--- src/design/tgl_pkg.sv ---
// Shared types, constants and helper functions for the tap gesture light controller.
// Used by tgl_step and tap_gesture_light_controller; depends on nothing else.
package tgl_pkg;

  // Field widths
  localparam int LevelW    = 12;
  localparam int WindowW   = 10;
  localparam int TimerW    = 11;
  localparam int ReqW      = 2;
  localparam int NewLevelW = 16;
  localparam int CfgIdxW   = 3;
  localparam int CfgDataW  = 12;

  localparam logic [LevelW-1:0] FullScale = 12'd4095;
  localparam logic [TimerW-1:0] TimerMax  = 11'd2047;

  // Reset values of the configuration registers
  localparam logic [WindowW-1:0] TapWindowRst    = 10'd400;
  localparam logic [LevelW-1:0]  RedStepRst      = 12'd419;
  localparam logic [LevelW-1:0]  GreenStepRst    = 12'd319;
  localparam logic [LevelW-1:0]  BlueStepRst     = 12'd219;
  localparam logic [LevelW-1:0]  RedRestartRst   = 12'd2000;
  localparam logic [LevelW-1:0]  GreenRestartRst = 12'd2500;
  localparam logic [LevelW-1:0]  BlueRestartRst  = 12'd3000;

  // Reset values of the stored levels
  localparam logic [LevelW-1:0] LevelRedRst   = 12'd0;
  localparam logic [LevelW-1:0] LevelGreenRst = 12'd3000;
  localparam logic [LevelW-1:0] LevelBlueRst  = 12'd0;

  // Request codes
  typedef enum logic [ReqW-1:0] {
    REQ_TICK = 2'd0,
    REQ_SET  = 2'd1,
    REQ_ON   = 2'd2,
    REQ_OFF  = 2'd3
  } req_t;

  // Configuration register indexes
  typedef enum logic [CfgIdxW-1:0] {
    CFG_TAP_WINDOW    = 3'd0,
    CFG_RED_STEP      = 3'd1,
    CFG_GREEN_STEP    = 3'd2,
    CFG_BLUE_STEP     = 3'd3,
    CFG_RED_RESTART   = 3'd4,
    CFG_GREEN_RESTART = 3'd5,
    CFG_BLUE_RESTART  = 3'd6
  } cfg_idx_t;

  typedef struct packed {
    logic [WindowW-1:0] tap_window;
    logic [LevelW-1:0]  red_step;
    logic [LevelW-1:0]  green_step;
    logic [LevelW-1:0]  blue_step;
    logic [LevelW-1:0]  red_restart;
    logic [LevelW-1:0]  green_restart;
    logic [LevelW-1:0]  blue_restart;
  } cfg_t;

  typedef struct packed {
    logic              last_pad;
    logic              tap_pending;
    logic [TimerW-1:0] since_tap;
    logic [LevelW-1:0] level_red;
    logic [LevelW-1:0] level_green;
    logic [LevelW-1:0] level_blue;
    logic              on_flag;
    logic [LevelW-1:0] drive_red;
    logic [LevelW-1:0] drive_green;
    logic [LevelW-1:0] drive_blue;
  } state_t;

  // One input word
  typedef struct packed {
    req_t                 req;
    logic                 pad;
    logic [NewLevelW-1:0] new_red;
    logic [NewLevelW-1:0] new_green;
    logic [NewLevelW-1:0] new_blue;
  } word_t;

  // Raise a nonzero level by its step; past full scale take the restart value
  function automatic logic [LevelW-1:0] brighten(input logic [LevelW-1:0] level,
                                                 input logic [LevelW-1:0] step,
                                                 input logic [LevelW-1:0] restart);
    logic [LevelW:0] sum;
    sum = {1'b0, level} + {1'b0, step};
    if (level == '0) begin
      brighten = '0;
    end else if (sum[LevelW]) begin
      brighten = restart;
    end else begin
      brighten = sum[LevelW-1:0];
    end
  endfunction

  // Saturate a requested level at full scale
  function automatic logic [LevelW-1:0] clamp_level(input logic [NewLevelW-1:0] v);
    if (v > {{(NewLevelW-LevelW){1'b0}}, FullScale}) begin
      clamp_level = FullScale;
    end else begin
      clamp_level = v[LevelW-1:0];
    end
  endfunction

endpackage

--- src/design/tgl_step.sv ---
// Next-state logic for one word: tap timing, double-tap brighten, toggle and commands.
// Depends on tgl_pkg.
module tgl_step import tgl_pkg::*; (
  input  cfg_t   cfg,
  input  state_t cur,
  input  word_t  word,
  output state_t nxt,
  output logic   written
);

  logic              rise;
  logic [TimerW-1:0] timer;
  logic              pending;

  always_comb begin
    nxt     = cur;
    written = 1'b0;
    rise    = 1'b0;
    timer   = cur.since_tap;
    pending = cur.tap_pending;
    case (word.req)
      REQ_TICK: begin
        // timer runs only while a tap waits, saturating
        if (pending && (timer < TimerMax)) begin
          timer = timer + 1'b1;
        end
        rise = word.pad & ~cur.last_pad;
        if (rise) begin
          if (!pending) begin
            pending = 1'b1;
            timer   = '0;
          end else if (timer <= {1'b0, cfg.tap_window}) begin
            // double tap: brighten and drive stored levels
            nxt.level_red   = brighten(cur.level_red, cfg.red_step, cfg.red_restart);
            nxt.level_green = brighten(cur.level_green, cfg.green_step, cfg.green_restart);
            nxt.level_blue  = brighten(cur.level_blue, cfg.blue_step, cfg.blue_restart);
            nxt.drive_red   = nxt.level_red;
            nxt.drive_green = nxt.level_green;
            nxt.drive_blue  = nxt.level_blue;
            written         = 1'b1;
            pending         = 1'b0;
          end
        end
        // lone tap timed out: toggle the light
        if (pending && (timer >= {1'b0, cfg.tap_window})) begin
          nxt.on_flag = ~cur.on_flag;
          if (!cur.on_flag) begin
            nxt.drive_red   = nxt.level_red;
            nxt.drive_green = nxt.level_green;
            nxt.drive_blue  = nxt.level_blue;
          end else begin
            nxt.drive_red   = '0;
            nxt.drive_green = '0;
            nxt.drive_blue  = '0;
          end
          written = 1'b1;
          pending = 1'b0;
        end
        nxt.last_pad    = word.pad;
        nxt.since_tap   = timer;
        nxt.tap_pending = pending;
      end
      REQ_SET: begin
        nxt.level_red   = clamp_level(word.new_red);
        nxt.level_green = clamp_level(word.new_green);
        nxt.level_blue  = clamp_level(word.new_blue);
        nxt.drive_red   = nxt.level_red;
        nxt.drive_green = nxt.level_green;
        nxt.drive_blue  = nxt.level_blue;
        nxt.on_flag     = 1'b1;
        written         = 1'b1;
      end
      REQ_ON: begin
        nxt.drive_red   = cur.level_red;
        nxt.drive_green = cur.level_green;
        nxt.drive_blue  = cur.level_blue;
        nxt.on_flag     = 1'b1;
        written         = 1'b1;
      end
      default: begin
        // switch off
        nxt.drive_red   = '0;
        nxt.drive_green = '0;
        nxt.drive_blue  = '0;
        nxt.on_flag     = 1'b0;
        written         = 1'b1;
      end
    endcase
  end

endmodule

--- src/design/tap_gesture_light_controller.sv ---
// Top level of the tap gesture light controller: input register, state, result register.
// Depends on tgl_pkg and tgl_step.
//
// Each accepted word (a tick with a pad sample, or a set/on/off command) yields one
// result word holding the three 12-bit DAC values, a rewrite flag and the light-on flag.
// The block sustains one word per clock while out_ready stays high: a word sits in the
// input register, where the combinational state update in tgl_step runs, and its result
// is captured in the output register once that register is free or draining. The output
// register holds a result while the consumer stalls and the input register keeps taking
// words as long as the result register can drain. Configuration
// writes take effect at the edge they occur and should be made only while idle.
module tap_gesture_light_controller import tgl_pkg::*; (
  input  logic                 clk,
  input  logic                 rst,
  // configuration write port
  input  logic                 cfg_we,
  input  logic [CfgIdxW-1:0]   cfg_index,
  input  logic [CfgDataW-1:0]  cfg_data,
  // input channel
  input  logic                 in_valid,
  output logic                 in_ready,
  input  logic [ReqW-1:0]      req_type,
  input  logic                 pad_level,
  input  logic [NewLevelW-1:0] new_red,
  input  logic [NewLevelW-1:0] new_green,
  input  logic [NewLevelW-1:0] new_blue,
  // output channel
  output logic                 out_valid,
  input  logic                 out_ready,
  output logic [LevelW-1:0]    dac_red,
  output logic [LevelW-1:0]    dac_green,
  output logic [LevelW-1:0]    dac_blue,
  output logic                 dac_written,
  output logic                 light_on
);

  cfg_t   cfg;
  state_t state;
  state_t state_next;
  word_t  in_word;
  logic   in_word_valid;
  logic   written_next;
  logic   advance;

  // input register moves on when the result register is free or draining
  assign advance  = ~out_valid | out_ready;
  assign in_ready = ~in_word_valid | advance;

  // configuration registers
  always_ff @(posedge clk) begin
    if (rst) begin
      cfg.tap_window    <= TapWindowRst;
      cfg.red_step      <= RedStepRst;
      cfg.green_step    <= GreenStepRst;
      cfg.blue_step     <= BlueStepRst;
      cfg.red_restart   <= RedRestartRst;
      cfg.green_restart <= GreenRestartRst;
      cfg.blue_restart  <= BlueRestartRst;
    end else if (cfg_we) begin
      case (cfg_idx_t'(cfg_index))
        CFG_TAP_WINDOW:    cfg.tap_window    <= cfg_data[WindowW-1:0];
        CFG_RED_STEP:      cfg.red_step      <= cfg_data[LevelW-1:0];
        CFG_GREEN_STEP:    cfg.green_step    <= cfg_data[LevelW-1:0];
        CFG_BLUE_STEP:     cfg.blue_step     <= cfg_data[LevelW-1:0];
        CFG_RED_RESTART:   cfg.red_restart   <= cfg_data[LevelW-1:0];
        CFG_GREEN_RESTART: cfg.green_restart <= cfg_data[LevelW-1:0];
        CFG_BLUE_RESTART:  cfg.blue_restart  <= cfg_data[LevelW-1:0];
        default: ;
      endcase
    end
  end

  // input register
  always_ff @(posedge clk) begin
    if (rst) begin
      in_word_valid <= 1'b0;
    end else if (in_ready) begin
      in_word_valid <= in_valid;
    end
  end

  always_ff @(posedge clk) begin
    if (in_valid && in_ready) begin
      in_word.req       <= req_t'(req_type);
      in_word.pad       <= pad_level;
      in_word.new_red   <= new_red;
      in_word.new_green <= new_green;
      in_word.new_blue  <= new_blue;
    end
  end

  tgl_step u_step (
    .cfg     (cfg),
    .cur     (state),
    .word    (in_word),
    .nxt     (state_next),
    .written (written_next)
  );

  // controller state
  always_ff @(posedge clk) begin
    if (rst) begin
      state.last_pad    <= 1'b0;
      state.tap_pending <= 1'b0;
      state.since_tap   <= '0;
      state.level_red   <= LevelRedRst;
      state.level_green <= LevelGreenRst;
      state.level_blue  <= LevelBlueRst;
      state.on_flag     <= 1'b0;
      state.drive_red   <= '0;
      state.drive_green <= '0;
      state.drive_blue  <= '0;
    end else if (in_word_valid && advance) begin
      state <= state_next;
    end
  end

  // result register
  always_ff @(posedge clk) begin
    if (rst) begin
      out_valid <= 1'b0;
    end else if (advance) begin
      out_valid <= in_word_valid;
    end
  end

  always_ff @(posedge clk) begin
    if (in_word_valid && advance) begin
      dac_red     <= state_next.drive_red;
      dac_green   <= state_next.drive_green;
      dac_blue    <= state_next.drive_blue;
      dac_written <= written_next;
      light_on    <= state_next.on_flag;
    end
  end

endmodule
--- config.mk ---
export PLATFORM = sky130hd
export DESIGN_NAME = tap_gesture_light_controller
export DESIGN_NICKNAME = d
export VERILOG_FILES = /design/src/design/tgl_pkg.sv /design/src/design/tgl_step.sv /design/src/design/tap_gesture_light_controller.sv
export SDC_FILE = /design/constraint.sdc
export NUM_CORES = 1
export LEC_CHECK = 0
export BUFFER_PORTS_ARGS = -buffer_cell sky130_fd_sc_hd__buf_2
export CAP_MARGIN = 25
export CORE_MARGIN = 3
export CORE_UTILIZATION = 50
export DETAILED_ROUTE_END_ITERATION = 16
export PLACE_DENSITY = 0.73
export SYNTH_ARGS = -nofsm -noshare
export SYNTH_HDL_FRONTEND = slang
export SYNTH_HIERARCHICAL = 1
export SYNTH_SLANG_ARGS = --single-unit
export TNS_END_PERCENT = 30
--- constraint.sdc ---
create_clock -name clk -period 9.4 [get_ports clk]
set_input_delay 1.88 -clock clk [delete_from_list [all_inputs] [get_ports clk]]
set_output_delay 1.88 -clock clk [all_outputs]
set_load 0.01 [all_outputs]
==> run summary, run 1 <==
The run finished with clean final reports. The core region area came out at 29200 um2. The clock net sink count came out at 259.

The worst slew margin relative to its limit came out at 0.302. The number of buffers inserted during clock tree synthesis is 29. During I/O placement, the number of pins put on the boundary was 111.

The final sum of negative setup slack is 0 ps. In this run the clock root is driven by a sky130_fd_sc_hd__clkbuf_16. The longest clock path from root to sink contains 3 buffers. For this block, the routed nets add up to 40400 um of wire. The number of slew-limit violations in the final report is 0.

The floorplan die width came out at 179 um. The met2 demand-to-capacity share in global routing came out at 0.408. At the pin with the least slew margin, the transition time is 1040 ps. TritonCTS built the clock tree. The number of enable-type register cells in the synthesized netlist came out at 89. The global placer's final weighted congestion came out at 0.900.

The final core area utilization came out at 0.572. The critical path arrival came out at 5530 ps. Entering global routing, the biggest net connects 125 pins. The proportion of layout cells with a drive suffix above 1 is 0.143.

The worst hold-check path type is reg -> reg. Among all flip-flop cells after synthesis, the most frequent one is sky130_fd_sc_hd__dfxtp_1. The net count of the mapped netlist came out at 1745. The top-area cell type share of the netlist area came out at 0.226. For this run the aggregate overflow at the end of global routing stands at 0. Counting distinct cell types in the post-synthesis netlist gives 75.

The die covers 32200 um2. The setup path with the least slack is of type reg -> reg. The leakage power came out at 6.39 nW. The starting density of the core is 0.516.

The total of cells resized after clock tree synthesis is 0. For the worst setup path, the data required time is 9850 ps. The kind of end point of the critical path is a register. The Yosys warning count came out at 6. In the synthesized netlist the async set-or-reset flop fraction comes to 0. The register area share after synthesis came out at 0.404. The leading area contributor after synthesis is sky130_fd_sc_hd__dfxtp_1.

The synthesis-stage register bit count is 259. The worst clock skew on the final layout is 8.77 ps. The top fanout value on the critical path is 51. The final antenna-violating net count is 0. The row count came out at 62.

The global routing stage identified its most utilized layer as met2. The number of antenna violations at the first check in global routing is 0. Dividing the final minimum period by the clock period gives 0.540.

The number of cells in the design after placement came out at 2022. Input and output buffers added on the ports amount to 110. Static timing analysis puts the maximum clock frequency at 197 MHz. The net count of the finished layout came out at 1804. The via count of the first global-routing pass is 11800.

The first TritonRoute pass finished after 5 iterations. The aggregate global-route resource usage is 0.239. The post-cts hold buffer count came out at 0.

The number of violations of the max-capacitance limit is 0. The detailed-route DRC error count came out at 0. The fraction of power spent switching nets came out at 0.253. Setup violations remaining at the end of the flow were counted as 0. Once the clock tree was built, the setup fixing pass inserted 0 buffers. The first global-routing pass estimated 63700 um of wire. The per-cell via count in the routed design came out at 5.94. The final route contains 12300 vias. Synthesis produced a netlist whose cell count is 1610.

Internal power comes to 0.00200 W. Once detailed placement completed, the half-perimeter wirelength came to 27100 um. Setup repair after global routing left no endpoint under its margin.

Relative to the synthesized area, the layout overhead comes to 10.9%. Summing every instance area after synthesis gives 15000 um2. The total count of hold-check failures in the final report came out at 0. The average footprint of a synthesized cell is 9.35 um2. The post-route minimum period is 5080 ps. The wire length per cell after detailed routing came out at 19.5 um.

The worst hold margin is 463 ps. The relative contribution of the clock network to total power is 0.426. In the global route stage, met1 resource usage came out at 0.310. The clock transition time at the flip-flop clock pins of the worst setup and hold paths is 60 ps. By area the synthesized netlist is led by sky130_fd_sc_hd__dfxtp_1 (23%), sky130_fd_sc_hd__edfxtp_1 (18%), sky130_fd_sc_hd__mux2i_1 (9.5%), sky130_fd_sc_hd__nand2b_1 (6.9%), sky130_fd_sc_hd__ha_1 (5.1%). The clock insertion delay at the later pin of the skew report came out at 540 ps. The combinational fraction of design power is 0.115.

The switching power summed over all nets is 0.000677 W. The worst setup path is launched from a register. Dividing total power by cell area gives a power density of 161 nW/um2. In this run the number of H-tree levels came out at 1.

The violation count after the first detailed-route iteration is 1080. The global routing met3 resource utilization is 0.0301. The count of cells in the finished layout, fillers not included, comes to 2075. Of the total power, registers draw 0.459. The overall power consumption came out at 0.00268 W. The die extent in y is 179 um. The diode insertion count for antenna repair came out at 0. The maximum vdd drop is 0.000125 V.
==> registers in the layout, indices dropped and copies added, names as in the netlist <==
name           cells
state             86
cfg               82
in_word           51
dac_blue          12
dac_green         12
dac_red           12
dac_written        1
in_word_valid      1
light_on           1
out_valid          1
==> cell usage in the layout, fill, tap and decap left out, drive strengths merged, types with 20 or more instances in the layout <==
cell,count
a211oi,31
a21oi,98
buf,125
clkbuf,41
dfxtp,170
edfxtp,89
ha,61
inv,38
mux2,38
mux2i,143
nand2,122
nand2b,166
nand3,37
nor2,142
nor3,45
o21a,20
o21ai,88
xnor2,21
==> power groups by stage <==
stage	Clock [W]	Sequential (W)	Combinational [W]
2_1_floorplan	0	0.00125	0.000216
3_3_place_gp	0	0.00125	0.000296
3_5_place_dp	0	0.00125	0.000303
4_1_cts	0.00116	0.00123	0.000305
5_1_grt	0.00121	0.00123	0.000337
6_report	0.00114	0.00123	0.000307
==> cell families after synthesis <==
kind of cell / share of synthesized area
AO/OA/AOI/OAI: 0.157
XOR/XNOR: 0.0175
adder cells (fa/ha/maj): 0.0547
buffers and inverters: 0.0445
flip-flops: 0.404
multiplexers: 0.124
AND/OR/NAND/NOR: 0.199
==> metrics by stage <==
step / setup slack [ps] / instance area, um2
after floorplan: 4320 / 15000
after global placement: 4480 / 15700
after detailed placement: 4450 / 15700
after CTS: 4390 / 16700
after global routing: 4000 / 16700
final: 4320 / 16700
==> routing by layer <==
layer	wire [um]	up-vias
met3	2490	98
li1	-	5930
met1	17100	5889
met2	19300	413
met4	1500	0
met5	0	-
==> cell type report <==
cell class / count / area [um2]
clock buffers: 41 / 842
clock inverters: 12 / 118
fillers: 2573 / 12500
inverters: 36 / 135
multi-input cells: 1218 / 8350
flip-flops and latches: 259 / 6080
well taps: 384 / 480
repair buffers: 125 / 682
==> path summary, 6_finish.rpt <==
path | startpoint | endpoint | slack (ps) | cells after the start
max | state[76] | state[31] | 4320 | 17
min | cfg[21] | cfg[21] | 460 | 2
max reg2reg | state[76] | state[31] | 4320 | 17
min reg2reg | cfg[21] | cfg[21] | 460 | 2
==> worst max-delay path: stages (launching register included) <==
cell	delay (ps)
sky130_fd_sc_hd__dfxtp_1	450
sky130_fd_sc_hd__nand4_2	200
sky130_fd_sc_hd__o41a_1	550
sky130_fd_sc_hd__nand3_1	160
sky130_fd_sc_hd__nor2_1	70
sky130_fd_sc_hd__xor2_1	190
sky130_fd_sc_hd__ha_1	290
sky130_fd_sc_hd__a211oi_1	260
sky130_fd_sc_hd__nand3_1	140
sky130_fd_sc_hd__o41ai_2	350
sky130_fd_sc_hd__buf_4	280
sky130_fd_sc_hd__nand2_2	70
sky130_fd_sc_hd__buf_4	320
sky130_fd_sc_hd__a31oi_4	910
sky130_fd_sc_hd__nand2_1	280
sky130_fd_sc_hd__o22ai_1	230
sky130_fd_sc_hd__nand2b_1	80
sky130_fd_sc_hd__mux2i_1	140
==> cell usage after synthesis (20+ instances only) <==
library cell               instances
sky130_fd_sc_hd__xnor2_1          21
sky130_fd_sc_hd__ha_1             61
sky130_fd_sc_hd__nand2_1         122
sky130_fd_sc_hd__o21ai_0          85
sky130_fd_sc_hd__mux2i_1         143
sky130_fd_sc_hd__mux2_2           37
sky130_fd_sc_hd__nand2b_1        166
sky130_fd_sc_hd__o21a_1           20
sky130_fd_sc_hd__nor3_1           44
sky130_fd_sc_hd__edfxtp_1         89
sky130_fd_sc_hd__nand3_1          37
sky130_fd_sc_hd__a21oi_1          98
sky130_fd_sc_hd__nor2_1          142
sky130_fd_sc_hd__clkbuf_1         52
sky130_fd_sc_hd__inv_1            36
sky130_fd_sc_hd__dfxtp_1         170
sky130_fd_sc_hd__a211oi_1         31
Note: power is estimated with default switching activity, not from simulation.
==> run 2: changes to the inputs <==
==> constraint.sdc (replaced) <==
create_clock -name clk -period 5.2 [get_ports clk]
set_input_delay 1.04 -clock clk [delete_from_list [all_inputs] [get_ports clk]]
set_output_delay 1.04 -clock clk [all_outputs]
set_load 0.01 [all_outputs]
==> run summary, run 2 (synthesized netlist as in run 1, its figures left out) <==
The fraction of power spent switching nets is 0.252 (-0.000271). The synthesis-to-layout area growth came out at 12.2%. The leakage power came out at 6.49 nW (+1.5%). The maximum clock path buffer count came out at 3 (unchanged). The total of cells resized after clock tree synthesis came to 0 (unchanged). The total grt overflow is 0 (unchanged).

Walking the worst path, the cells encountered are nand4_2, o41a_1, nand3_1, nor2_1, xor2_1, ha_1, a211oi_1, nand3_1, o41ai_2, buf_4, nand2_2, a31oi_2, buf_4, nand2_1, o22ai_1, nand2b_1, mux2i_1. The maximum level of the CTS H-tree came out at 1 (unchanged). The floorplan die width is 179 um (unchanged). The length of the first detailed-routing pass in iterations came out at 5 (unchanged). The number of violations of the max-capacitance limit came out at 0 (unchanged).

The final core area utilization is 0.579 (+0.00669). The top fanout value on the critical path came out at 29 (-43%). The clock net sink count is 259 (unchanged). The per-cell via count in the routed design is 5.93 (-0.21%). The aggregate global-route resource usage was 0.245 (+0.00618). The post-route minimum period is 4720 ps (-351 ps).

The global placer's final weighted congestion is 0.901 (+0.21%). The cell type of the slowest stage on the worst timing path is sky130_fd_sc_hd__o41a_1. The flow ran to the end, and the final reports show no timing, DRC or antenna violations. The worst setup path is captured at a register. In this run the worst setup path begins at state[76]. The net count of the finished layout is 1812 (+0.44%). The clock transition time at the flip-flop clock pins of the worst setup and hold paths is 60 ps (about the same). The number of slew-limit violations in the final report was 0 (unchanged). The worst hold-check path type is reg -> reg. The maximum frequency from static timing analysis is 212 MHz (+7.4%). The post-detailed-placement half-perimeter wirelength came to 28600 um (+5.6%).

The top cell types in the final layout, fill and taps aside, are sky130_fd_sc_hd__dfxtp_1 (170), sky130_fd_sc_hd__nand2b_1 (166), sky130_fd_sc_hd__mux2i_1 (143). The worst register-to-register path begins at state[76]. The violation count after the first detailed-route iteration came out at 1017 (-5.8%).

The number of antenna violations at the first check in global routing came out at 0 (unchanged). The relative contribution of the clock network to total power came to 0.441 (+0.015). The post-cts hold buffer count came out at 0 (unchanged). Setup repair after global routing left no endpoint under its margin. The number of fillers in the final layout came to 2564 (-0.35%).

The post-place setup slack is 669 ps (-3780 ps). The cell area reported after detailed placement is 15800 um2 (+0.67%). The least setup slack across all paths after layout is 475 ps (-3850 ps). The number of buffers inserted during clock tree synthesis is 30 (+3.4%). The starting density of the core came out at 0.516 (unchanged). The via count of the first global-routing pass came out at 12100 (+2.4%). The area of the die is 32200 um2 (unchanged). The required time of the critical path is 5690 ps (-4160 ps).

The critical path arrival came to 5220 ps (-310 ps). The number of top-level design ports is 111 (unchanged). The areal power density over the cells came out at 296 nW/um2 (+84%).

STA classifies the critical path startpoint as a register. The source of the worst hold timing path is cfg[21]. The die extent in y came out at 179 um (unchanged).

The combinational fraction of design power came out at 0.114 (about the same). The ratio of final minimum period to clock period came out at 0.909 (+0.369). The critical path is of the reg -> reg type. The summed area of non-filler cells in the final layout came to 16900 um2 (+1.2%). The row count came out at 62 (unchanged).

The cell at the root of the clock tree is sky130_fd_sc_hd__clkbuf_16. The core region area is 29200 um2 (unchanged). Counting flops per register, the top entry is state. The number of buffers inserted to repair setup after CTS came out at 0 (unchanged). The maximum vdd drop is 0.000258 V (+110%).

The vias after detailed routing is 12400 (+0.27%). The detailed-route DRC error count is 0 (unchanged). The internal power component is 0.00374 W (+87%).

The pin slew with the least headroom to its limit came to 1030 ps (-17.6 ps). The final antenna-violating net count is 0 (unchanged). The maximum number of pins on one net before global-route repair is 168 (+34%). The part of the total power dissipated in sequential elements came out at 0.445 (-0.014).

The flip-flop count of the largest register after layout came out at 86 (unchanged). The quantity of I/O buffers inserted on ports is 110 (unchanged). The wire length per cell after detailed routing came out at 19.9 um (+2.1%). The routed wire length came out at 41400 um (+2.6%). The worst hold margin is 461 ps (-1.72 ps).

The final-report setup violation count came out at 0 (unchanged). The clock insertion delay at the later pin of the skew report came out at 560 ps (+20 ps). The library cell used most frequently in the layout, excluding fill and tap cells, is sky130_fd_sc_hd__dfxtp_1. The largest registers in the layout are state: 86 flops, cfg: 82 flops, in_word: 51 flops.

The worst stage delay on the critical path is 560 ps (-350 ps). The CTS tree is yes. The diode insertion count for antenna repair is 0 (unchanged). The worst clock skew on the final layout came to 12.0 ps (+3.19 ps). The switching power summed over all nets is 0.00126 W (+86%). The proportion of layout cells with a drive suffix above 1 was 0.148 (+0.00504). The worst slew margin relative to its limit was 0.314 (+0.0125). The final sum of negative setup slack came to 0 ps (unchanged).

The wire length of the first global-routing pass was 65500 um (+2.8%). The total count of hold-check failures in the final report came out at 0 (unchanged).
run 2: worst paths after layout:
check | slack (ps) | end | cells after the start
setup / recovery | 480 | state[23] | 17
hold / removal | 460 | cfg[21] | 2
setup reg to reg | 480 | state[23] | 17
hold reg to reg | 460 | cfg[21] | 2
run 2: critical path, delay by kind of cell (launching register included):
kind / cells / cell delay [ps]
fa+ha+maj: 1 / 310
simple gates: 7 / 1080
compound gates: 5 / 1810
buf+inv: 2 / 690
flops: 1 / 460
xor+xnor: 1 / 150
mux: 1 / 130
run 2: area by class of cell:
| type | instances | area, um2 | area share |
|---|---|---|---|
| multi-input cells | 1218 | 8340 | 0.494 |
| inverters | 36 | 135 | 0.00800 |
| flip-flops and latches | 259 | 6080 | 0.360 |
| clock inverters | 12 | 126 | 0.00749 |
| well taps | 384 | 480 | 0.0285 |
| clock buffers | 44 | 923 | 0.0547 |
| repair buffers | 132 | 800 | 0.0474 |
run 2: routing by layer:
layer  global-route usage  up-vias  share of wire  wire (um)
met4               0.0696        0          0.028       1160
li1                     -     5947              -          -
met1                0.316     5915           0.42      17400
met3               0.0315       79          0.061       2520
met5                    0        -              0          0
met2                0.431      422           0.49      20300
run 2: stage by stage:
| step | instances | power [W] |
|---|---|---|
| floorplan | 1610 | 0.00265 |
| global placement | 2027 | 0.00281 |
| detailed placement | 2029 | 0.00283 |
| CTS | 2085 | 0.00502 |
| global route | 2085 | 0.00517 |
| finish | 2085 | 0.00500 |
run 2: power groups by stage:
stage,logic [W],registers [W],clock network [W]
6_report,0.000569,0.00222,0.00220
5_1_grt,0.000622,0.00223,0.00232
4_1_cts,0.000565,0.00222,0.00223
3_5_place_dp,0.000562,0.00227,0
3_3_place_gp,0.000546,0.00227,0
2_1_floorplan,0.000391,0.00226,0
==> run 3: changes to the inputs <==
--- a/config.mk
+++ b/config.mk
@@ -8,9 +8,10 @@
 export BUFFER_PORTS_ARGS = -buffer_cell sky130_fd_sc_hd__buf_2
 export CAP_MARGIN = 25
 export CORE_MARGIN = 3
-export CORE_UTILIZATION = 50
+export CORE_UTILIZATION = 63
+export CTS_BUF_LIST = sky130_fd_sc_hd__clkbuf_8
 export DETAILED_ROUTE_END_ITERATION = 16
-export PLACE_DENSITY = 0.73
+export PLACE_DENSITY = 0.88
 export SYNTH_ARGS = -nofsm -noshare
 export SYNTH_HDL_FRONTEND = slang
 export SYNTH_HIERARCHICAL = 1
==> run summary, run 3 (synthesized netlist as in run 1, its figures left out) <==
The clock transition time at the flip-flop clock pins of the worst setup and hold paths came out at 60 ps (about the same). Setup repair after global routing left no endpoint under its margin. The aggregate global-route resource usage came to 0.308 (+0.0630). The number of antenna violations at the first check in global routing was 0 (unchanged). STA classifies the critical path startpoint as a register. The total grt overflow is 0 (unchanged). The kind of end point of the critical path is a register. The core region area came out at 23100 um2 (-21%). The multi-input logic area came out at 8340 um2 (about the same). The quantity of I/O buffers inserted on ports is 110 (unchanged). The number of cells on the worst reg-to-reg path is 16 (-1). The maximum number of pins on one net before global-route repair came out at 136 (-19%). The wire length of the first global-routing pass came out at 64900 um (-0.84%). The worst register-to-register path begins at state[76]. The sequential standard cell area is 6080 um2 (unchanged). The cell at the root of the clock tree is sky130_fd_sc_hd__clkbuf_8.

The synthesis-to-layout area growth came out at 10.5%. The global placer's final weighted congestion is 0.955 (+6.0%). The final antenna-violating net count came out at 0 (unchanged).

The overall power consumption came out at 0.00466 W (-6.8%). The maximum vdd drop came out at 0.000255 V (-1.1%). The ratio of final minimum period to clock period came out at 0.927 (+0.0179). Traced cell by cell, the critical path runs through nand4_2, o41a_1, nand3_1, nor2_1, xor2_1, ha_1, a211oi_1, nand3_1, o41a_1, o21ai_4, buf_4, mux2_2, a211oi_1, nor2_1, nand2b_1, mux2i_1. The critical path starts at state[76]. The source of the worst hold timing path is cfg[22]. The maximum level of the CTS H-tree was 2 (+1).

The CTS tree is yes. The per-cell via count in the routed design is 6.35 (+7.1%). The maximum clock path buffer count came out at 3 (unchanged). The flip-flop count of the largest register after layout came out at 86 (unchanged). The areal power density over the cells is 280 nW/um2 (-5.3%). The summed area of non-filler cells in the final layout is 16600 um2 (-1.5%). The cell type of the slowest stage on the worst timing path is sky130_fd_sc_hd__o21ai_4. Leaving out fill and tap cells, the most frequent cells in the layout are sky130_fd_sc_hd__dfxtp_1 (170), sky130_fd_sc_hd__nand2b_1 (166), sky130_fd_sc_hd__mux2i_1 (143).

The critical path arrival came out at 5200 ps (-20 ps). The number of slew-limit violations in the final report came out at 0 (unchanged). The post-detailed-placement half-perimeter wirelength was 27900 um (-2.4%). The cell depth of the worst hold path came out at 2 (unchanged).

The worst stage delay on the critical path came to 630 ps (+70 ps). The maximum frequency from static timing analysis came out at 208 MHz (-1.9%). The final sum of negative setup slack is 0 ps (unchanged). The required time of the critical path came out at 5580 ps (-110 ps). The routed wire length is 41000 um (-1.1%). The via count of the first global-routing pass came out at 12600 (+4.0%). The number of buffers inserted to repair setup after CTS came out at 0 (unchanged).

The number of cells in the design after placement came out at 1961 (-3.4%). state holds more flip-flops than any other register. The total count of hold-check failures in the final report is 0 (unchanged).

The run finished with clean final reports. The row count is 55 (-11%). The clock insertion delay at the later pin of the skew report came to 570 ps (about the same). The worst slew margin relative to its limit is 0.282 (-0.0324). The number of buffers inserted during clock tree synthesis came to 44 (+47%).

The critical path is of the reg -> reg type. The vias after detailed routing came to 13000 (+5.0%). The length of the first detailed-routing pass in iterations came out at 6 (+1). The post-cts hold buffer count is 0 (unchanged). The die extent in y is 161 um (-11%).

Leaving out fill and tap cells, the most frequent cell in the layout is sky130_fd_sc_hd__dfxtp_1. The starting density of the core is 0.653 (+0.137). The number of top-level design ports came out at 111 (unchanged). The net count of the finished layout came out at 1830 (+0.99%). The number of non-filler instances in the completed layout came to 2044 (-2.0%). The proportion of layout cells with a drive suffix above 1 came to 0.157 (+0.00899). The top fanout value on the critical path came out at 18 (-38%). The area of the die came to 25800 um2 (-20%). The final-report setup violation count is 0 (unchanged). The number of violations of the max-capacitance limit came out at 0 (unchanged). The diode insertion count for antenna repair came out at 0 (unchanged).

The wire length per cell after detailed routing is 20.1 um (+0.87%). The total of cells resized after clock tree synthesis is 0 (unchanged). The pin slew with the least headroom to its limit came to 1080 ps (+49.5 ps). The detailed-route DRC error count came out at 0 (unchanged).

The final core area utilization is 0.721 (+0.143). The largest registers in the layout are state: 86 flops, cfg: 82 flops, in_word: 51 flops. The cell area reported after detailed placement came out at 15700 um2 (-0.77%). The number of fillers in the final layout is 1653 (-36%). The worst hold-check path type is reg -> reg. The clock net sink count is 259 (unchanged). The floorplan die width came to 161 um (-11%). The worst clock skew on the final layout came out at 37.8 ps (+25.9 ps).

The post-route minimum period was 4820 ps (+93.1 ps). The leakage power is 6.46 nW (-0.45%). The violation count after the first detailed-route iteration came out at 1214 (+19%).
==> run 3: changes by cell type in the layout (fill, tap and decap cells not counted), sizes merged <==
cell / delta
clkinv: +13
clkbuf: +9
inv: +5
buf: +4
bufinv: -1
==> run 3: through the flow <==
| step | worst slack (ps) | hold slack [ps] |
|---|---|---|
| global placement | 688 | 449 |
| global route | 168 | 496 |
| detailed placement | 550 | 453 |
| CTS | 456 | 467 |
| floorplan | 962 | 432 |
| finish | 382 | 473 |
==> run 3: power by group <==
part | switching [W] | internal (W)
logic | 0.000343 | 0.000227
registers | 0.0000523 | 0.00217
clock network | 0.000875 | 0.000989
==> run 3: worst paths after layout <==
check / slack [ps] / endpoint
setup / recovery: 380 / state[15]
hold / removal: 470 / cfg[22]
setup reg to reg: 380 / state[15]
hold reg to reg: 470 / cfg[22]
==> run 3: worst max-delay path, delay by kind of cell, from the launching register on <==
family	cells	cell delay [ps]
flip-flops	1	460
XOR/XNOR	1	150
AO/OA/AOI/OAI	5	2180
AND/OR/NAND/NOR	6	770
adder cells (fa/ha/maj)	1	320
buffers and inverters	1	300
multiplexers	2	440
==> run 3: final cells by class <==
type | instances | share of cell area
flip-flops and latches | 259 | 0.365
repair buffers | 136 | 0.0472
multi-input cells | 1218 | 0.501
inverters | 36 | 0.00813
well taps | 313 | 0.0236
clock buffers | 53 | 0.0439
clock inverters | 29 | 0.0105
==> run 3: per-layer routing <==
metal  GRT usage  routed length (um)  vias to the layer above
met1       0.388               15900                     6125
met5           0                   0                        -
met2       0.513               19700                      688
met3      0.0454                3290                      167
li1            -                   -                     6000
met4       0.160                2110                        0
